File: src/rtl/rtsp_pkg.sv
// shared types and constants for the rgb triplet subpixel spill unit
package rtsp_pkg;

    localparam int unsigned LevelW   = 8;
    localparam int unsigned BlurW    = 9;
    localparam int unsigned WeightW  = 10;
    localparam int unsigned WeightShift = 8;
    localparam logic [WeightW-1:0] MainTotal = 10'd768;
    localparam logic [BlurW-1:0]   BlurMax   = 9'd256;
    localparam logic [BlurW-1:0]   BlurReset = 9'd128;
    localparam logic [LevelW-1:0]  LevelMax  = 8'd255;

    // one source pixel
    typedef struct packed {
        logic [LevelW-1:0] red;
        logic [LevelW-1:0] green;
        logic [LevelW-1:0] blue;
        logic              end_of_line;
    } in_item_t;

    // one output subpixel pixel
    typedef struct packed {
        logic [LevelW-1:0] out_red;
        logic [LevelW-1:0] out_green;
        logic [LevelW-1:0] out_blue;
        logic              run_last;
    } out_item_t;

    // classified pixel handed from front to back
    typedef struct packed {
        logic [LevelW-1:0] red_main;
        logic [LevelW-1:0] red_spill;
        logic [LevelW-1:0] green_main;
        logic [LevelW-1:0] green_spill;
        logic [LevelW-1:0] blue_main;
        logic [LevelW-1:0] blue_spill;
        logic [LevelW-1:0] prev_green_spill;
        logic [LevelW-1:0] prev_blue_main;
        logic [LevelW-1:0] prev_blue_spill;
        logic              line_start;
        logic              end_of_line;
    } work_t;

    // queue status seen by the front and back
    typedef struct packed {
        logic full;
        logic empty;
    } queue_status_t;

    // position within one pixel's burst of results
    typedef enum logic [1:0] {
        STEP_PREV_TAIL,
        STEP_RED_MAIN,
        STEP_GREEN_MAIN,
        STEP_BLUE_TAIL
    } step_t;

endpackage

File: src/rtl/rtsp_front.sv
// front end: pixel register, main/spill levels and line neighbour state
module rtsp_front (
    input  logic                  aclk,
    input  logic                  aresetn,
    input  logic [rtsp_pkg::BlurW-1:0] blur_weight,
    input  logic                  s_valid,
    output logic                  s_ready,
    input  rtsp_pkg::in_item_t    s_data,
    input  rtsp_pkg::queue_status_t q_status,
    output logic                  push,
    output rtsp_pkg::work_t       push_data
);
    import rtsp_pkg::*;

    // main and spill level of one channel, packed as {main, spill}
    function automatic logic [2*LevelW-1:0] spread_chan(
        input logic [BlurW-1:0]  w1,
        input logic [LevelW-1:0] x
    );
        logic [WeightW-1:0]          w2;
        logic [WeightW+LevelW-1:0]   main_prod;
        logic [BlurW+LevelW-1:0]     spill_prod;
        logic [WeightW-1:0]          main_lvl;
        logic [BlurW-1:0]            spill_lvl;
        logic [WeightW-1:0]          excess;
        logic [WeightW-1:0]          spill_sum;
        logic [LevelW-1:0]           main_out;
        logic [LevelW-1:0]           spill_out;
        w2         = MainTotal - {w1, 1'b0};
        main_prod  = w2 * {{WeightW{1'b0}}, x};
        spill_prod = w1 * {{BlurW{1'b0}}, x};
        main_lvl   = main_prod[WeightW+LevelW-1:WeightShift];
        spill_lvl  = spill_prod[BlurW+LevelW-1:WeightShift];
        excess     = main_lvl - {{(WeightW-LevelW){1'b0}}, LevelMax};
        spill_sum  = {1'b0, spill_lvl};
        main_out   = main_lvl[LevelW-1:0];
        if (main_lvl > {{(WeightW-LevelW){1'b0}}, LevelMax}) begin
            spill_sum = {1'b0, spill_lvl} + {1'b0, excess[WeightW-1:1]};
            main_out  = LevelMax;
        end
        if (spill_sum > {{(WeightW-LevelW){1'b0}}, LevelMax}) begin
            spill_out = LevelMax;
        end else begin
            spill_out = spill_sum[LevelW-1:0];
        end
        return {main_out, spill_out};
    endfunction

    in_item_t          pix_reg;
    logic              pix_valid_reg, pix_valid_next;
    logic [LevelW-1:0] held_green_spill_reg, held_green_spill_next;
    logic [LevelW-1:0] held_blue_main_reg, held_blue_main_next;
    logic [LevelW-1:0] held_blue_spill_reg, held_blue_spill_next;
    logic              inside_line_reg, inside_line_next;
    logic [2*LevelW-1:0] red_lv, green_lv, blue_lv;
    logic              s_take;

    // input transfer into the pixel register
    assign push    = pix_valid_reg && !q_status.full;
    assign s_ready = !pix_valid_reg || !q_status.full;
    assign s_take  = s_valid && s_ready;

    // level computation on the registered pixel
    assign red_lv   = spread_chan(blur_weight, pix_reg.red);
    assign green_lv = spread_chan(blur_weight, pix_reg.green);
    assign blue_lv  = spread_chan(blur_weight, pix_reg.blue);

    always_comb begin
        push_data.red_main         = red_lv[2*LevelW-1:LevelW];
        push_data.red_spill        = red_lv[LevelW-1:0];
        push_data.green_main       = green_lv[2*LevelW-1:LevelW];
        push_data.green_spill      = green_lv[LevelW-1:0];
        push_data.blue_main        = blue_lv[2*LevelW-1:LevelW];
        push_data.blue_spill       = blue_lv[LevelW-1:0];
        push_data.prev_green_spill = held_green_spill_reg;
        push_data.prev_blue_main   = held_blue_main_reg;
        push_data.prev_blue_spill  = held_blue_spill_reg;
        push_data.line_start       = !inside_line_reg;
        push_data.end_of_line      = pix_reg.end_of_line;
    end

    // neighbour state advances as each pixel enters the queue
    always_comb begin
        pix_valid_next        = pix_valid_reg;
        held_green_spill_next = held_green_spill_reg;
        held_blue_main_next   = held_blue_main_reg;
        held_blue_spill_next  = held_blue_spill_reg;
        inside_line_next      = inside_line_reg;
        if (push) begin
            pix_valid_next = 1'b0;
            if (pix_reg.end_of_line) begin
                held_green_spill_next = '0;
                held_blue_main_next   = '0;
                held_blue_spill_next  = '0;
                inside_line_next      = 1'b0;
            end else begin
                held_green_spill_next = push_data.green_spill;
                held_blue_main_next   = push_data.blue_main;
                held_blue_spill_next  = push_data.blue_spill;
                inside_line_next      = 1'b1;
            end
        end
        if (s_take) begin
            pix_valid_next = 1'b1;
        end
    end

    always_ff @(posedge aclk) begin
        if (!aresetn) begin
            pix_valid_reg        <= 1'b0;
            held_green_spill_reg <= '0;
            held_blue_main_reg   <= '0;
            held_blue_spill_reg  <= '0;
            inside_line_reg      <= 1'b0;
        end else begin
            pix_valid_reg        <= pix_valid_next;
            held_green_spill_reg <= held_green_spill_next;
            held_blue_main_reg   <= held_blue_main_next;
            held_blue_spill_reg  <= held_blue_spill_next;
            inside_line_reg      <= inside_line_next;
        end
    end

    // pixel payload
    always_ff @(posedge aclk) begin
        if (s_take) begin
            pix_reg <= s_data;
        end
    end

endmodule

File: src/rtl/rtsp_queue.sv
// two-entry queue between front and back
module rtsp_queue (
    input  logic                    aclk,
    input  logic                    aresetn,
    input  logic                    push,
    input  rtsp_pkg::work_t         push_data,
    input  logic                    pop,
    output rtsp_pkg::work_t         head,
    output rtsp_pkg::queue_status_t status
);
    import rtsp_pkg::*;

    work_t      entry_reg [2];
    logic       wr_ptr_reg, wr_ptr_next;
    logic       rd_ptr_reg, rd_ptr_next;
    logic [1:0] count_reg, count_next;

    assign head         = entry_reg[rd_ptr_reg];
    assign status.full  = (count_reg == 2'd2);
    assign status.empty = (count_reg == 2'd0);

    // pointers and fill count
    always_comb begin
        wr_ptr_next = wr_ptr_reg;
        rd_ptr_next = rd_ptr_reg;
        count_next  = count_reg;
        if (push) begin
            wr_ptr_next = !wr_ptr_reg;
        end
        if (pop) begin
            rd_ptr_next = !rd_ptr_reg;
        end
        case ({push, pop})
            2'b10:   count_next = count_reg + 2'd1;
            2'b01:   count_next = count_reg - 2'd1;
            default: count_next = count_reg;
        endcase
    end

    always_ff @(posedge aclk) begin
        if (!aresetn) begin
            wr_ptr_reg <= 1'b0;
            rd_ptr_reg <= 1'b0;
            count_reg  <= '0;
        end else begin
            wr_ptr_reg <= wr_ptr_next;
            rd_ptr_reg <= rd_ptr_next;
            count_reg  <= count_next;
        end
    end

    // entry storage
    always_ff @(posedge aclk) begin
        if (push) begin
            entry_reg[wr_ptr_reg] <= push_data;
        end
    end

endmodule

File: src/rtl/rtsp_back.sv
// back end: steps each queued pixel through its results into the output register
module rtsp_back (
    input  logic                    aclk,
    input  logic                    aresetn,
    input  rtsp_pkg::work_t         head,
    input  rtsp_pkg::queue_status_t q_status,
    output logic                    pop,
    output logic                    m_valid,
    input  logic                    m_ready,
    output rtsp_pkg::out_item_t     m_data
);
    import rtsp_pkg::*;

    step_t     step_reg, step_next;
    step_t     step_now;
    logic      out_valid_reg, out_valid_next;
    out_item_t out_reg, result;
    logic      out_load, emit, is_final;

    assign m_valid  = out_valid_reg;
    assign m_data   = out_reg;
    assign out_load = !out_valid_reg || m_ready;
    assign emit     = out_load && !q_status.empty;
    assign pop      = emit && is_final;

    // result selection and step sequencing
    always_comb begin
        step_now = step_reg;
        if (step_reg == STEP_PREV_TAIL && head.line_start) begin
            step_now = STEP_RED_MAIN;
        end
        result   = '0;
        is_final = 1'b0;
        case (step_now)
            STEP_PREV_TAIL: begin
                result.out_red   = head.red_spill;
                result.out_green = head.prev_green_spill;
                result.out_blue  = head.prev_blue_main;
            end
            STEP_RED_MAIN: begin
                result.out_red   = head.red_main;
                result.out_green = head.green_spill;
                result.out_blue  = head.prev_blue_spill;
            end
            STEP_GREEN_MAIN: begin
                result.out_red   = head.red_spill;
                result.out_green = head.green_main;
                result.out_blue  = head.blue_spill;
                is_final         = !head.end_of_line;
            end
            STEP_BLUE_TAIL: begin
                result.out_red   = '0;
                result.out_green = head.green_spill;
                result.out_blue  = head.blue_main;
                is_final         = 1'b1;
            end
            default: begin
                result   = '0;
                is_final = 1'b1;
            end
        endcase
        result.run_last = is_final;

        step_next      = step_reg;
        out_valid_next = out_valid_reg;
        if (emit) begin
            out_valid_next = 1'b1;
            if (is_final) begin
                step_next = STEP_PREV_TAIL;
            end else begin
                step_next = step_t'(step_now + 2'd1);
            end
        end else if (out_load) begin
            out_valid_next = 1'b0;
        end
    end

    always_ff @(posedge aclk) begin
        if (!aresetn) begin
            step_reg      <= STEP_PREV_TAIL;
            out_valid_reg <= 1'b0;
        end else begin
            step_reg      <= step_next;
            out_valid_reg <= out_valid_next;
        end
    end

    // output payload
    always_ff @(posedge aclk) begin
        if (emit) begin
            out_reg <= result;
        end
    end

endmodule

File: src/rtl/rgb_triplet_subpixel_spill_unit.sv
// top level of the rgb triplet subpixel spill unit
//
// Spreads each RGB source pixel over three output pixels in the manner of a
// CRT red/green/blue triplet mask, with neighbouring subpixels picking up a
// spill level set by the blur weight.
// Input channel s_valid/s_ready/s_data: one source pixel per transfer, with
// end_of_line on the last pixel of a line. Output channel m_valid/m_ready/
// m_data: one output pixel per transfer, run_last on the final result of a
// source pixel. A line's first pixel gives 2 results, middle pixels 3, the
// last pixel 4, and a one-pixel line 3.
// Configuration channel cfg_valid/cfg_ready/cfg_data writes the blur weight;
// cfg_ready is always high. Write it only while the block is idle.
// Path: the first result of a pixel passes the pixel register and a queue
// entry before it reaches the output register. The output sequencer emits
// one result per cycle while the receiver accepts them; the pixel
// register and a two-entry queue let the input keep flowing meanwhile.
// Reset (aresetn low, synchronous) empties the pipeline, sets the blur weight
// to 128 and starts a new line. A stalled receiver holds the output register;
// the queue then fills and s_ready drops.
module rgb_triplet_subpixel_spill_unit (
    input  logic                     aclk,
    input  logic                     aresetn,
    input  logic                     s_valid,
    output logic                     s_ready,
    input  rtsp_pkg::in_item_t       s_data,
    output logic                     m_valid,
    input  logic                     m_ready,
    output rtsp_pkg::out_item_t      m_data,
    input  logic                     cfg_valid,
    output logic                     cfg_ready,
    input  logic [rtsp_pkg::BlurW-1:0] cfg_data
);
    import rtsp_pkg::*;

    logic [BlurW-1:0] blur_weight_reg, blur_weight_next;
    logic             fifo_push, fifo_pop;
    work_t            fifo_push_data, fifo_head;
    queue_status_t    fifo_status;

    // blur weight register, saturated at write
    assign cfg_ready = 1'b1;

    always_comb begin
        blur_weight_next = blur_weight_reg;
        if (cfg_valid && cfg_ready) begin
            blur_weight_next = (cfg_data > BlurMax) ? BlurMax : cfg_data;
        end
    end

    always_ff @(posedge aclk) begin
        if (!aresetn) begin
            blur_weight_reg <= BlurReset;
        end else begin
            blur_weight_reg <= blur_weight_next;
        end
    end

    rtsp_front u_front (
        .aclk        (aclk),
        .aresetn     (aresetn),
        .blur_weight (blur_weight_reg),
        .s_valid     (s_valid),
        .s_ready     (s_ready),
        .s_data      (s_data),
        .q_status    (fifo_status),
        .push        (fifo_push),
        .push_data   (fifo_push_data)
    );

    rtsp_queue u_queue (
        .aclk      (aclk),
        .aresetn   (aresetn),
        .push      (fifo_push),
        .push_data (fifo_push_data),
        .pop       (fifo_pop),
        .head      (fifo_head),
        .status    (fifo_status)
    );

    rtsp_back u_back (
        .aclk     (aclk),
        .aresetn  (aresetn),
        .head     (fifo_head),
        .q_status (fifo_status),
        .pop      (fifo_pop),
        .m_valid  (m_valid),
        .m_ready  (m_ready),
        .m_data   (m_data)
    );

    // front never writes a full queue
    assert property (@(posedge aclk) disable iff (!aresetn)
        fifo_push |-> !fifo_status.full)
        else $error("push into full queue");

    // back never reads an empty queue
    assert property (@(posedge aclk) disable iff (!aresetn)
        fifo_pop |-> !fifo_status.empty)
        else $error("pop from empty queue");

    // a queue entry retires only with its final result
    assert property (@(posedge aclk) disable iff (!aresetn)
        fifo_pop |=> (m_valid && m_data.run_last))
        else $error("entry retired without final result");

endmodule
File: config.mk
export PLATFORM = sky130hd
export DESIGN_NAME = rgb_triplet_subpixel_spill_unit
export DESIGN_NICKNAME = d
export VERILOG_FILES = /design/src/rtl/rtsp_pkg.sv /design/src/rtl/rtsp_front.sv /design/src/rtl/rtsp_queue.sv /design/src/rtl/rtsp_back.sv /design/src/rtl/rgb_triplet_subpixel_spill_unit.sv
export SDC_FILE = /design/constraint.sdc
export NUM_CORES = 1
export LEC_CHECK = 0
export BUFFER_PORTS_ARGS = -buffer_cell sky130_fd_sc_hd__buf_4
export CORE_ASPECT_RATIO = 1.4
export CORE_UTILIZATION = 40
export CTS_CLUSTER_SIZE = 30
export DETAILED_ROUTE_END_ITERATION = 16
export GPL_TIMING_DRIVEN = 0
export PLACE_DENSITY_LB_ADDON = 0.15
export SYNTH_ARGS = -nofsm -noshare
export SYNTH_HDL_FRONTEND = slang
export SYNTH_SLANG_ARGS = --single-unit
File: constraint.sdc
create_clock -name aclk -period 11.4 [get_ports aclk]
set_clock_uncertainty 0.2 [all_clocks]
set_input_delay 0.57 -clock aclk [delete_from_list [all_inputs] [get_ports aclk]]
set_output_delay 0.57 -clock aclk [all_outputs]
set_load 0.005 [all_outputs]
==> results.json <==
{
  "setup_tns_ps": 0,
  "reg2reg_to": "u_front.held_green_spill_reg[0]",
  "switching_power_mw": 2.902,
  "antenna_found_initial": 1,
  "holdCritStartpoint": "s_valid",
  "min_to": "u_front.pix_valid_reg",
  "areaGrowthSynthToFinish_pct": 11.62,
  "ctsRootBufferMaster": "clkbuf_16",
  "final-instance-count-excl-fill": 3076,
  "final_area_um2": 25990,
  "firstDrtPassIters": 5,
  "dieWidth_um": 205.9,
  "power_frac_clock_pct": 13.9,
  "dieHeight_um": 287.5,
  "avgSynthCellArea_um2": 10.62,
  "critPathBufInv": 6,
  "portBuffers": 63,
  "seqPwrFrac_pct": 20.5,
  "yosys.area.top_type": "edfxtp_1",
  "cp_common_cell": "fa_1",
  "path_class": "reg -> reg",
  "cts_resized": 0,
  "synth-edff-count": 198,
  "final_util_pct": 45.19,
  "arrival_ps": 10810,
  "drive_gt1_share_pct": 7.630,
  "slew_violations": 0,
  "core_area_um2": 57520,
  "viasPerCell": 5.214,
  "reg2regPathDepth": 29,
  "min_period_ps": 10560,
  "numCtsBuffers": 26,
  "grt_max_degree": 29,
  "cpPeakStageDelay_ps": 910,
  "cts.path.max_buffers": 3,
  "slowest_stage": "xnor2_1",
  "synth.ff_latch_count": 241,
  "start_kind": "flop",
  "max_freq_mhz": 94.72,
  "max_slew_margin_pct": 5.313,
  "ys_seq_area_share_pct": 29.23,
  "place_congestion": 0.8700,
  "netlist_area_um2": 23290,
  "p_leak_nw": 11.58,
  "nets": 2837,
  "internal_power_mw": 3.720,
  "critPathMaxFanout": 10,
  "clkTransAtPathRegs_ps": 70,
  "finalSetupViolCount": 0,
  "placed_cells": 3002,
  "cp_top_family": "adder cells",
  "powerDensity_nw_per_um2": 254.8,
  "ios": 67,
  "synth_flop_cell": "edfxtp_1",
  "largest_reg_flops": 148,
  "r2r-start": "blur_weight_reg[0]",
  "grt_first_pass_wirelength_um": 96430,
  "period_share_pct": 92.61,
  "netlist_instances": 2192,
  "synth_cell_types": 79,
  "hold_viol": 0,
  "initial_utilization_pct": 40.49,
  "rsz0062_at_grt": "no",
  "cts.sinks": 241,
  "p_total_mw": 6.622,
  "switching_share_pct": 43.83,
  "dpl.hpwl_um": 49920,
  "max_cap_violations": 0,
  "critPathRequiredTime_ps": 11650,
  "tightest_slew_ps": 1410,
  "synthArstFlopShare_pct": 0,
  "synth_area_leaders": "edfxtp_1 26%, fa_1 21%, ha_1 13%",
  "vdd_drop_max_mv": 0.1490,
  "synth_top_area_share_pct": 25.53,
  "cts_tree": "yes",
  "h-tree-depth": 1,
  "drt_iter0_drc": 672,
  "min_path_cells": 3,
  "overflow": 0,
  "rows": 104,
  "drcViolationCount": 0,
  "cts_setup_buffers": 0,
  "rrSetupSlack_ps": 840,
  "dpl_cell_area_um2": 24800,
  "ys_warn_count": 0,
  "pwr-share-comb_pct": 65.6,
  "grt_usage_pct": 21.55,
  "die-area_um2": 59200,
  "vias": 16040,
  "outcome": "finished clean",
  "min_path_type": "in -> reg",
  "clock_latency_ps": 560,
  "synth_nets": 2716,
  "wirelength_um": 62020,
  "drtAntennaViolNets": 0,
  "cp-end-kind": "flop",
  "avgRoutedWirePerCell_um": 20.16,
  "grt_pass1_vias": 17130
}
## cell families after synthesis
kind of cell | Yosys count | synth area share, %
AO/OA/AOI/OAI | 260 | 7.958
XOR/XNOR | 114 | 4.320
adder cells (fa/ha/maj) | 485 | 34.09
buffers and inverters | 365 | 5.986
flip-flops | 241 | 29.23
multiplexers | 54 | 3.240
other | 1 | 0.01610
AND/OR/NAND/NOR | 672 | 15.16
## power groups by stage
stage	combinational (mW)	sequential [mW]	clock, mW
after floorplan	3.35	1.35	0
after global placement	4.23	1.37	0
after detailed placement	4.33	1.38	0
after CTS	4.38	1.36	0.950
after global routing	4.88	1.37	0.982
final	4.34	1.36	0.923
## per-stage QoR
step	hold slack, ps	setup WS (ps)
floorplan	225.4	3348
global placement	234.4	925.3
detailed placement	244.7	869.9
CTS	39.98	788.9
global route	74.03	213.7
finish	74.44	842.1
## worst max path at each step
stage | cells past startpoint | startpoint | slack, ps | endpoint
4_1_cts | 29 | blur_weight_reg[0] | 790 | u_front.held_green_spill_reg[0]
3_3_place_gp | 29 | blur_weight_reg[0] | 930 | u_front.held_green_spill_reg[0]
3_5_place_dp | 29 | blur_weight_reg[0] | 870 | u_front.held_green_spill_reg[0]
5_1_grt | 29 | blur_weight_reg[0] | 210 | u_front.held_green_spill_reg[0]
2_1_floorplan | 33 | blur_weight_reg[0] | 3350 | u_front.held_blue_spill_reg[5]
6_report | 29 | blur_weight_reg[0] | 840 | u_front.held_green_spill_reg[0]
## final cells by class
type | instances | area, um^2
Clock buffer | 34 | 720.7
Tap cell | 742 | 928.4
Buffer | 104 | 414.1
Antenna cell | 1 | 2.502
Multi-Input combinational cell | 1586 | 15100
Fill cell | 5479 | 31520
Timing Repair Buffer | 93 | 823.3
Sequential cell | 241 | 6807
Inverter | 261 | 979.7
Clock inverter | 14 | 215.2
## synthesized netlist by cell type (15+ instances only)
cell type / count
fa_1: 249
xnor2_1: 64
mux4_2: 16
a22oi_1: 18
o22ai_1: 15
a21oi_1: 43
edfxtp_1: 198
ha_1: 236
a21o_1: 21
o21ai_0: 41
nor2_1: 49
clkbuf_1: 92
dfxtp_1: 43
nor2b_1: 22
nand2_1: 221
mux2i_1: 29
inv_1: 261
nand2b_1: 25
xor2_1: 49
nor3_1: 24
and2_1: 255
## placed cells by master (no fill, tap or decap), types with 24 or more instances in the layout
cell and instances:
a21oi_1 43, and2_1 254, buf_4 64, clkbuf_1 96, clkbuf_16 26, dfxtp_1 43, dlygate4sd3_1 25, edfxtp_1 198
fa_1 249, ha_1 236, inv_1 261, mux2i_1 29, nand2_1 221, nand2b_1 25, nor2_1 47, nor3_1 24
o21ai_0 41, xnor2_1 64, xor2_1 49
## worst register-to-register path, delay by kind of cell, from the launching register on
kind | cells | cell delay (ps)
compound gates | 9 | 2480
xor+xnor | 2 | 1110
buf+inv | 6 | 1930
fa+ha+maj | 7 | 2940
simple gates | 5 | 1440
flops | 1 | 340
## metal layers
metal	wire length (um)	up-vias	global-route usage (%)
li1	-	7560	-
met1	25130	8002	25.45
met2	31220	346	38.56
met3	2525	129	2.705
met4	3151	0	9.982
met5	0	-	0
## what timing repair did
item | in CTS | in global routing
endpoints found under the setup margin | 0 | 0
endpoints found under the hold margin | 25 | 0
hold buffers | 25 | 0
(Power assumes the default switching activity.)
